===== config.mk =====
export PLATFORM = sky130hd
export DESIGN_NAME = nal_length_prefix_to_start_code
export DESIGN_NICKNAME = d
export VERILOG_FILES = /design/src/hdl/nlp_pkg.sv /design/src/hdl/nlp_emit.sv /design/src/hdl/nal_length_prefix_to_start_code.sv
export SDC_FILE = /design/constraint.sdc
export NUM_CORES = 1
export LEC_CHECK = 0
export ABC_AREA = 1
export BUFFER_PORTS_ARGS = -buffer_cell sky130_fd_sc_hd__buf_4
export CORE_ASPECT_RATIO = 0.6
export CORE_MARGIN = 10
export CORE_UTILIZATION = 40
export CTS_CLUSTER_DIAMETER = 60
export CTS_CLUSTER_SIZE = 40
export DETAILED_ROUTE_END_ITERATION = 10
export GPL_ROUTABILITY_DRIVEN = 1
export MAX_ROUTING_LAYER = met4
export REMOVE_ABC_BUFFERS = 1
export SLEW_MARGIN = 25
export SYNTH_ARGS = -nofsm -noshare
export SYNTH_HDL_FRONTEND = slang
export SYNTH_HIERARCHICAL = 1
export SYNTH_SLANG_ARGS = --single-unit

===== constraint.sdc =====
create_clock -name clk -period 5.7 [get_ports clk]
set_input_delay 1.14 -clock clk [delete_from_list [all_inputs] [get_ports clk]]
set_output_delay 1.14 -clock clk [all_outputs]
set_load 0.01 [all_outputs]

===== src/hdl/nlp_pkg.sv =====
// shared types and constants for the nal length-prefix to start-code converter
`default_nettype none
package nlp_pkg;

  localparam logic [2:0] SIZE_MIN   = 3'd1;
  localparam logic [2:0] SIZE_MAX   = 3'd4;
  localparam logic [2:0] SIZE_RESET = 3'd4;

  localparam logic [7:0] SC_ZERO = 8'h00;
  localparam logic [7:0] SC_ONE  = 8'h01;

  // index of the last item of a group, for a three- and a four-byte start code
  localparam logic [1:0] SC3_LAST = 2'd2;
  localparam logic [1:0] SC4_LAST = 2'd3;

  // the result items caused by one input byte
  typedef struct packed {
    logic [3:0][7:0] bytes;
    logic [1:0]      cnt;   // index of the final item
    logic            last;  // final item closes the sample
    logic            err;   // single error item
  } grp_t;

endpackage
`default_nettype wire


===== src/hdl/nlp_emit.sv =====
// output serializer: holds one result group and hands it out item by item
`default_nettype none
module nlp_emit
  import nlp_pkg::*;
(
  input  wire logic       clk,
  input  wire logic       rst,
  input  wire logic       load,
  input  wire grp_t       grp_in,
  output logic            can_load,
  output logic            out_valid,
  input  wire logic       out_ready,
  output logic [7:0]      out_byte,
  output logic            out_last,
  output logic            frame_error
);

  grp_t       grp;
  logic [1:0] idx;
  logic       busy;
  logic       at_end;

  assign at_end   = (idx == grp.cnt);
  assign can_load = !busy || (out_ready && at_end);

  assign out_valid   = busy;
  assign out_byte    = grp.bytes[idx];
  assign out_last    = grp.last && at_end;
  assign frame_error = grp.err;

  always_ff @(posedge clk) begin
    if (rst) begin
      busy <= 1'b0;
      idx  <= 2'd0;
    end else if (load) begin
      busy <= 1'b1;
      idx  <= 2'd0;
    end else if (busy && out_ready) begin
      if (at_end) begin
        busy <= 1'b0;
      end else begin
        idx <= idx + 2'd1;
      end
    end
  end

  always_ff @(posedge clk) begin
    if (load) begin
      grp <= grp_in;
    end
  end

endmodule
`default_nettype wire


===== src/hdl/nal_length_prefix_to_start_code.sv =====
// top level of the nal length-prefix to start-code converter
`default_nettype none
// Converts length-prefixed H.264 samples into an Annex B byte stream. Bytes
// of a sample arrive one per transfer, frame_end marking the last. Each NAL
// prefix of length_size bytes (big-endian) is absorbed; its final byte yields
// a start code, 00 00 00 01 for the first NAL of a sample and 00 00 01 after,
// then the payload bytes pass straight through. A sample cut short inside a
// prefix or payload ends in one error transfer (out_byte 0, out_last and
// frame_error high). Rate: one input byte per cycle and one output byte per
// cycle while out_ready is high; the byte that completes a prefix occupies
// the output serializer with its three or four start-code bytes, and
// in_ready stays low until the last of them leaves. Output is registered:
// the first output byte of an input transfer appears in the cycle after it.
// Write length_size only while idle; 0 acts as 1 and 5 to 7 act as 4.
module nal_length_prefix_to_start_code
  import nlp_pkg::*;
#(
  parameter int LENGTH_BITS = 32
) (
  input  wire logic       clk,
  input  wire logic       rst,
  // configuration
  input  wire logic       length_size_we,
  input  wire logic [2:0] length_size,
  // input channel
  input  wire logic       in_valid,
  output logic            in_ready,
  input  wire logic [7:0] in_byte,
  input  wire logic       frame_end,
  // output channel
  output logic            out_valid,
  input  wire logic       out_ready,
  output logic [7:0]      out_byte,
  output logic            out_last,
  output logic            frame_error
);

  // configuration register
  logic [2:0] size_cfg;
  logic [2:0] eff_size;

  // parser state
  logic                   in_prefix;
  logic [2:0]             prefix_count;
  logic [LENGTH_BITS-1:0] length_accum;
  logic [LENGTH_BITS-1:0] payload_left;
  logic                   first_unit;

  logic                   in_prefix_next;
  logic [2:0]             prefix_count_next;
  logic [LENGTH_BITS-1:0] length_accum_next;
  logic [LENGTH_BITS-1:0] payload_left_next;
  logic                   first_unit_next;

  logic                   in_xfer;
  logic [LENGTH_BITS+7:0] accum_wide;
  logic [LENGTH_BITS-1:0] accum_shift;
  logic [2:0]             count_inc;
  logic                   has_result;
  logic                   clean;
  grp_t                   grp;

  assign in_xfer = in_valid && in_ready;

  always_ff @(posedge clk) begin
    if (rst) begin
      size_cfg <= SIZE_RESET;
    end else if (length_size_we) begin
      size_cfg <= length_size;
    end
  end

  // out-of-range sizes clamp to the nearest legal one
  always_comb begin
    if (size_cfg < SIZE_MIN) begin
      eff_size = SIZE_MIN;
    end else if (size_cfg > SIZE_MAX) begin
      eff_size = SIZE_MAX;
    end else begin
      eff_size = size_cfg;
    end
  end

  // prefix value kept modulo 2^LENGTH_BITS
  assign accum_wide  = {length_accum, in_byte};
  assign accum_shift = accum_wide[LENGTH_BITS-1:0];
  assign count_inc   = prefix_count + 3'd1;

  // one step of the parser plus the result group it causes
  always_comb begin
    in_prefix_next    = in_prefix;
    prefix_count_next = prefix_count;
    length_accum_next = length_accum;
    payload_left_next = payload_left;
    first_unit_next   = first_unit;
    has_result        = 1'b0;
    grp.bytes         = '0;
    grp.cnt           = 2'd0;
    grp.last          = 1'b0;
    grp.err           = 1'b0;

    if (in_prefix) begin
      length_accum_next = accum_shift;
      prefix_count_next = count_inc;
      if (count_inc >= eff_size) begin
        // prefix complete: start code, then payload unless the length is zero
        has_result = 1'b1;
        if (first_unit) begin
          grp.cnt = SC4_LAST;
          grp.bytes[SC4_LAST] = SC_ONE;
        end else begin
          grp.cnt = SC3_LAST;
          grp.bytes[SC3_LAST] = SC_ONE;
        end
        first_unit_next   = 1'b0;
        payload_left_next = accum_shift;
        length_accum_next = '0;
        prefix_count_next = 3'd0;
        in_prefix_next    = (accum_shift == '0);
      end
    end else begin
      has_result        = 1'b1;
      grp.bytes[0]      = in_byte;
      payload_left_next = payload_left - LENGTH_BITS'(1);
      if (payload_left_next == '0) begin
        in_prefix_next = 1'b1;
      end
    end

    if (frame_end) begin
      clean = in_prefix_next && (prefix_count_next == 3'd0) && has_result;
      if (clean) begin
        grp.last = 1'b1;
      end else begin
        // cut-short sample: everything replaced by one error item
        has_result = 1'b1;
        grp.bytes  = '0;
        grp.cnt    = 2'd0;
        grp.last   = 1'b1;
        grp.err    = 1'b1;
      end
      in_prefix_next    = 1'b1;
      prefix_count_next = 3'd0;
      length_accum_next = '0;
      payload_left_next = '0;
      first_unit_next   = 1'b1;
    end else begin
      clean = 1'b0;
    end
  end

  always_ff @(posedge clk) begin
    if (rst) begin
      in_prefix    <= 1'b1;
      prefix_count <= 3'd0;
      length_accum <= '0;
      payload_left <= '0;
      first_unit   <= 1'b1;
    end else if (in_xfer) begin
      in_prefix    <= in_prefix_next;
      prefix_count <= prefix_count_next;
      length_accum <= length_accum_next;
      payload_left <= payload_left_next;
      first_unit   <= first_unit_next;
    end
  end

  // result register and serializer; it takes a new group on the cycle the
  // previous one hands out its final item
  nlp_emit u_emit (
    .clk         (clk),
    .rst         (rst),
    .load        (in_xfer && has_result),
    .grp_in      (grp),
    .can_load    (in_ready),
    .out_valid   (out_valid),
    .out_ready   (out_ready),
    .out_byte    (out_byte),
    .out_last    (out_last),
    .frame_error (frame_error)
  );

`ifndef ASSERT_OFF
  // an error transfer is always the closing, zeroed item of a sample
  a_err_closes : assert property (@(posedge clk) disable iff (rst)
    (out_valid && frame_error) |-> (out_last && out_byte == 8'h00))
    else $error("error transfer not closing or not zero");

  // a sample end leaves the parser ready for a fresh sample
  a_restart : assert property (@(posedge clk) disable iff (rst)
    (in_xfer && frame_end) |=> (in_prefix && first_unit && prefix_count == 3'd0))
    else $error("parser not restarted after sample end");

  // an empty serializer never stalls the input
  a_no_stall : assert property (@(posedge clk) disable iff (rst)
    !out_valid |-> in_ready)
    else $error("input stalled with output empty");

  // inside a payload the byte count never sits at zero
  a_payload_live : assert property (@(posedge clk) disable iff (rst)
    !in_prefix |-> (payload_left != '0))
    else $error("payload state with zero bytes left");
`endif

endmodule
`default_nettype wire

==> metrics.txt, run 1 <==
outcome=finished clean; Tcrit/Tclk final=a little under three fifths; crit path time final=3160 ps; Ant. Diodes=0; post-CTS resize count=0; CP Launch Type=flop; Post-Layout Inst Area=approximately 6300 um^2; CP endpoint kind=flop; Port Buffer Count=28; max-cap viol count=0; Clock Pin Slew Worst Setup and Hold Paths=approximately 70 ps; row count=33; Fin. Hold Viols=0; H-tree depth=3; CTS root buf=clkbuf_16; GRT Total Usage=~16%; Slowest Stage Delay on Critical Path=between 400 and 500 ps; Crit Path Max Fanout=12; Die Ht=~110 um; DR vias=between 5000 and 6000; unrepaired setup endpoints after global routing=false; Via density=5.28; sequential fraction of the synthesis area=a little over two fifths; Remaining DRCs=0; slowest CP cell=nand4_2; Distinct cells, synth=39; area leader, netlist=dfxtp_1; Routed WL per cell=around 16 um; core area=~14000 um^2; CP top delay family=simple AND/OR/NAND/NOR gates; cts hold-fix bufs=0; fin. max-slew vios=0; share of post-route cells with drive strength above 1=10.6%; maximum VDD drop=0.146 mV; Total Routed Length=around 16 mm; WHS=roughly 470 ps; Worst Skew=8.14 ps; Routed Antenna Nets=0; Place WS=roughly 2500 ps; placed cell areas=slightly above 6000 um^2; Die Wd=roughly 170 um; max_slew headroom=34.4%; Ports=29; Tot Pwr=approximately 2.0 mW; largest cells by area after synthesis=dfxtp_1, edfxtp_1, nand2_1; 1st-pass router iterations=5; fin nets=approximately 800; antenna violations before repair=0; Die Area=19500 um^2; reg2reg start=prefix_count[0]$_SDFFE_PP0P_; grt total ovfl=0; CTS tree=done; # setup viols final=0; CP Data Required Time=roughly 5900 ps; HPWL after DPL=~12 mm; HP Class=flop to flop; Synth Instances=770; Bufs on Longest Clock Path=2; leakage=approximately 2.5 nW; setup repair bufs after CTS=0; hold wc startpoint=size_cfg[0]$_SDFFE_PP0P_; Worst Path Arrival=about 3300 ps; CP startpoint=prefix_count[0]$_SDFFE_PP0P_; Sum Neg Setup Slack=0 ps; vias in the first global route=4660; power density cells=311 nW/um^2; register bit total from synthesis=103; largest net degree at the start of global routing=between 50 and 60; post-synth top area share=a little under a quarter; DRT iter0 DRCs=approximately 370; crit path cell chain=ha_1, xnor2_1, inv_1, ha_1, nand3b_1, nand3_1, nor2_1, inv_1, o21ai_0, nor3_1, nand4_2, a21oi_1; fmax=316 MHz; mapped cell area=about 5700 um^2; Avg Cell Area, Syn=7.35 um^2; clock latency at the later pin of the worst-skew pair=about 350 ps; Ys Warns=6; area grow syn2layout=11.4%; CTS sink count=around 100; gp weighted congestion=0.986; Slew @ Worst Pin=around 1000 ps; final worst setup slack=2540 ps; CP bufs+invs=2; first-pass GRT wire length=~25 mm; Initial Util=about two fifths; critical path class=flop to flop; CTS Buf Count=9
## final timing paths
kind                            slack (ps)                       end  depth (start not counted)
worst max-delay path                  2540  u_emit/grp[28]$_DFFE_PP_                         12
worst max register to register        2540  u_emit/grp[28]$_DFFE_PP_                         12
worst min register to register         470  size_cfg[0]$_SDFFE_PP0P_                          2
worst min-delay path                   470  size_cfg[0]$_SDFFE_PP0P_                          2
## registers in the layout, indices dropped and copies added (netlist names), 2 cells and up
name          count
length_accum     24
u_emit/idx        2
payload_left     32
prefix_count      3
size_cfg          3
u_emit/grp       35
## power breakdown
part / switching [mW] / total (mW) / leakage, nW / internal (mW)
logic: 0.363 / 0.526 / 1.52 / 0.162
clock network: 0.278 / 0.580 / 0.136 / 0.302
registers: 0.0366 / 0.856 / 0.891 / 0.819
total: 0.678 / 1.96 / 2.55 / 1.28
## area by class of cell
class                      instances  area, um^2
fill                            1407        7440
tap                              192         240
inverter                          83         314
clock buffer                      12         238
clock inverter                     4        31.3
timing repair buffer              32         240
sequential                       103        2420
multi-input combinational        569        2820
## through the flow
stage	instances	utilization, %
final	995	45.9
after global routing	995	45.9
after CTS	995	45.9
after detailed placement	979	43.9
after global placement	979	43.9
after floorplan	755	-
## routing by layer
metal,global-route usage (%),routed length (um),vias up
met5,-,0,-
met4,3.35,118,0
met3,4.38,1530,13
met2,20.7,6060,180
met1,24.8,8090,2449
li1,-,-,2609
## worst reg2reg max path, cell delays in order (launching register included)
cell      delay [ps]
dfxtp_1          350
ha_1             230
xnor2_1          200
inv_1             70
ha_1             320
nand3b_1         120
nand3_1          180
nor2_1           100
inv_1            180
o21ai_0          130
nor3_1           300
nand4_2          460
a21oi_1          350
## cell usage after synthesis, drive strengths merged
| master | number |
|---|---|
| a21oi | 76 |
| o21ai | 77 |
| conb | 1 |
| nor4 | 6 |
| a22o | 1 |
| xor2 | 2 |
| dfxtp | 67 |
| nor2 | 115 |
| nand3b | 3 |
| a211oi | 25 |
| edfxtp | 36 |
| nor3 | 1 |
| xnor2 | 5 |
| buf | 11 |
| inv | 83 |
| o211ai | 3 |
| ha | 6 |
| o21bai | 1 |
| clkbuf | 25 |
| nand3 | 27 |
| a2111oi | 6 |
| o22ai | 8 |
| nand4 | 12 |
| and2 | 1 |
| nand2 | 172 |
## kinds of logic after synthesis
logic type | share of synthesized area [%]
AO/OA/AOI/OAI | 20.1
XOR/XNOR | 1.08
AND/OR/NAND/NOR | 25.8
buffers and inverters | 8.84
other | 0.0662
adder cells (fa/ha/maj) | 1.33
flip-flops | 42.8
## layout by cell type, fill, tap and decap left out, types with 3 or more instances in the layout
cell,n
nand2_1,161
nor2_1,105
inv_1,77
o21ai_0,69
dfxtp_1,67
a21oi_1,65
edfxtp_1,36
buf_4,32
nand3_1,27
a211oi_1,25
conb_1,22
nand4_1,11
a21oi_2,11
nand2_2,9
clkbuf_16,9
o22ai_1,8
o21ai_1,7
nor4_1,6
a2111oi_0,6
ha_1,6
xnor2_1,5
nor2_2,5
nor2_4,4
inv_2,3
nand3b_1,3
o211ai_1,3
No activity file was read; power rests on OpenSTA's default activity.
==> inputs of run 2 (changes only) <==
--- a/config.mk
+++ b/config.mk
@@ -5,7 +5,7 @@
 export SDC_FILE = /design/constraint.sdc
 export NUM_CORES = 1
 export LEC_CHECK = 0
-export ABC_AREA = 1
+export ABC_AREA = 0
 export BUFFER_PORTS_ARGS = -buffer_cell sky130_fd_sc_hd__buf_4
 export CORE_ASPECT_RATIO = 0.6
 export CORE_MARGIN = 10
==> constraint.sdc (replaced) <==
create_clock -name clk -period 2.75 [get_ports clk]
set_input_delay 0.55 -clock clk [delete_from_list [all_inputs] [get_ports clk]]
set_output_delay 0.55 -clock clk [all_outputs]
set_load 0.01 [all_outputs]
==> run 2 against run 1 <==
  * Sequential share of layout area up 0.092 points
  * Highest routed layer unchanged
  * Global-route usage grew 1.7 points
  * Utilization is 2.9 points higher
==> metrics.txt, run 2 <==
vias in the first global route=4452 (-4.5%); largest cells by area after synthesis=dfxtp_1, edfxtp_1, nand2_1; Post-Synth XOR/XNOR Area=3.98% (+2.9 points); fin nets=681 (-17%); leakage=2.39 nW (-6.1%); Post-synth EDFFs=36 (unchanged); Ys Warns=6 (unchanged); grt total ovfl=0 (unchanged); Synth Instances=593 (-23%); main combinational cell family by area after synthesis=simple AND/OR/NAND/NOR gates; Remaining DRCs=0 (unchanged); max_slew headroom=60.5% (+26 points); Slew @ Worst Pin=588 ps (-390 ps); post-synth top area share=25.4% (+1.7 points); critical path class=flop to flop; crit path time final=2600 ps (-558 ps); largest register by flop count=u_emit/grp; most instantiated cells after synthesis=nand2_1, dfxtp_1, a21oi_1; CP bufs+invs=1 (-1); placed cell areas=5950 um^2 (-1.5%); share of post-route cells with drive strength above 1=17.3% (+6.8 points); Distinct cells, synth=57 (+46%); Crit Path Max Fanout=9 (-3); 1st-pass router iterations=5 (unchanged); area grow syn2layout=19.3%; Tcrit/Tclk final=94.7% (+39 points); slowest CP cell=or4_4; H-tree depth=3 (unchanged); Worst Path Arrival=2810 ps (-530 ps); most used cell, CP=nand4_2; flip-flop count of the largest register after layout=35 (unchanged); CTS tree=done; power density cells=596 nW/um^2 (+92%); Via density=5.67 (+7.4%); Ant. Diodes=0 (unchanged); Synth Area in Compound Gates=15.7% (-4.3 points); Post-Synth Simple-Gate Area=24.1% (-1.7 points); clock latency at the later pin of the worst-skew pair=360 ps (about the same); maximum VDD drop=0.316 mV (+120%); first-pass GRT wire length=25.1 mm (-0.98%); area leader, netlist=dfxtp_1; Slowest Stage Delay on Critical Path=570 ps (+110 ps); most frequent cells in the layout=nand2_1, buf_4, dfxtp_1; unrepaired setup endpoints after global routing=false; CTS sink count=103 (unchanged); biggest regs=u_emit/grp x35, payload_left x32, length_accum x24; Fin. Hold Viols=0 (unchanged); Avg Cell Area, Syn=8.90 um^2 (+21%); CTS Buf Count=9 (unchanged); HPWL after DPL=11.8 mm (+1.8%); fmax=384 MHz (+21%); largest net degree at the start of global routing=55 (+5.8%); cts hold-fix bufs=0 (unchanged); antenna violations before repair=0 (unchanged); row count=32 (-3.0%); top-count cell post-synth=nand2_1; sequential fraction of the synthesis area=45.9% (+3.1 points); post-synthesis async set-or-reset flop share=0% (unchanged); Initial Util=40.9% (-0.25 points); CP endpoint kind=flop; DRT iter0 DRCs=451 (+23%); GRT Total Usage=18.1% (+1.7 points); most common cell after layout, fill and taps aside=nand2_1; CP Data Required Time=2960 ps (-2920 ps); mapped cell area=5280 um^2 (-6.8%); core area=12900 um^2 (-6.2%); # setup viols final=0 (unchanged); CTS root buf=clkbuf_16; DR vias=4723 (-10%); Routed Antenna Nets=0 (unchanged); gp weighted congestion=0.981 (-0.50%); Ports=29 (unchanged); fin. max-slew vios=0 (unchanged); Port Buffer Count=28 (unchanged); Die Wd=168 um (-3.1%); outcome=finished clean; Reg2Reg Setup Slack=150 ps (-2390 ps); mux cell area share after synthesis=5.05% (+5.1 points); Clock Pin Slew Worst Setup and Hold Paths=70 ps (about the same); CP Launch Type=flop; Synth Area in Adders=1.42% (+0.097 points); CP top delay family=simple AND/OR/NAND/NOR gates; crit path cell chain=nor4_4, nand4_2, or4_4, a31oi_2, and4b_1, nand4_2, buf_4, o21ai_1; Main synth FF type=dfxtp_1; Sum Neg Setup Slack=0 ps (unchanged); HP Class=input pin to flop; Worst Skew=8.26 ps (+0.121 ps); max-cap viol count=0 (unchanged); Bufs on Longest Clock Path=2 (unchanged); register bit total from synthesis=103 (unchanged); Die Ht=109 um (-2.8%); Routed WL per cell=19.3 um (+22%); Total Routed Length=16.1 mm (+1.9%); Post-Layout Inst Area=6290 um^2 (-0.24%); Die Area=18300 um^2 (-5.8%)
==> run 2: cell count changes after synthesis, moves of 14 or more <==
cell	delta
nand2_1	-46
nor3_1	+16
a22oi_1	+14
a211oi_1	-23
inv_1	-71
nand3_1	-20
nor2_1	-61
o21ai_0	-45
nor4_1	+14
==> run 2: power by group <==
part           internal (mW)  leakage (nW)  switching (mW)
Sequential              1.65         0.886          0.0469
Combinational          0.300          1.36           0.462
Clock                  0.686         0.148           0.610
Total                   2.63          2.39            1.12
==> run 2: final cells by class <==
cell class,instances,area (um^2)
fill,1301,6600
multi-input combinational,463,2790
sequential,103,2420
timing repair buffer,71,533
clock buffer,11,254
tap,170,213
clock inverter,5,43.8
inverter,10,37.5
==> run 2: tightest hold or removal path, cell delays in order <==
cell	delay, ps
buf_4	80
nand2_1	40
o211ai_1	70
==> run 2: worst paths after layout <==
path / from / to / cells after the start
setup / recovery: payload_left[19]$_SDFFE_PP0P_ / u_emit/grp[10]$_DFFE_PP_ / 8
hold / removal: length_size[2] / size_cfg[2]$_SDFFE_PP1P_ / 3
setup reg to reg: payload_left[19]$_SDFFE_PP0P_ / u_emit/grp[10]$_DFFE_PP_ / 8
hold reg to reg: first_unit$_SDFFE_PP1P_ / first_unit$_SDFFE_PP1P_ / 2
==> run 2: per-layer routing <==
| layer | wire, um | part of all wire, % | vias up | GRT usage (%) |
|---|---|---|---|---|
| li1 | - | - | 2244 | - |
| met3 | 1580 | 9.8 | 17 | 5.39 |
| met5 | 0 | 0 | - | - |
| met4 | 165 | 1.0 | 0 | 4.15 |
| met2 | 6080 | 38 | 201 | 22.4 |
| met1 | 8270 | 51 | 2261 | 27.1 |
==> run 2: timing repair <==
item / in CTS / in global routing
buffers inserted: 1 / 0
resized for setup: 1 / 7
pin swaps: 1 / 1
setup endpoints to repair: 8 / 12
==> run 2: logic make-up after synthesis <==
logic type / after synthesis
AOI/OAI and AO/OA: 138
buffers and inverters: 48
adders and majority gates: 6
muxes: 16
xor gates and xnor gates: 24
DFF: 103
other: 1
and+or+nand+nor: 257
==> run 2: through the flow <==
step	setup slack, ps	cells	total power [mW]	hold slack [ps]	utilization (%)
final	147	833	3.75	428	48.8
after global routing	11.4	833	3.92	434	48.8
after global placement	75.0	816	2.45	460	46.1
after CTS	94.9	833	3.75	427	48.5
after floorplan	-3380	576	2.15	445	-
after detailed placement	-37.6	816	2.46	473	46.1
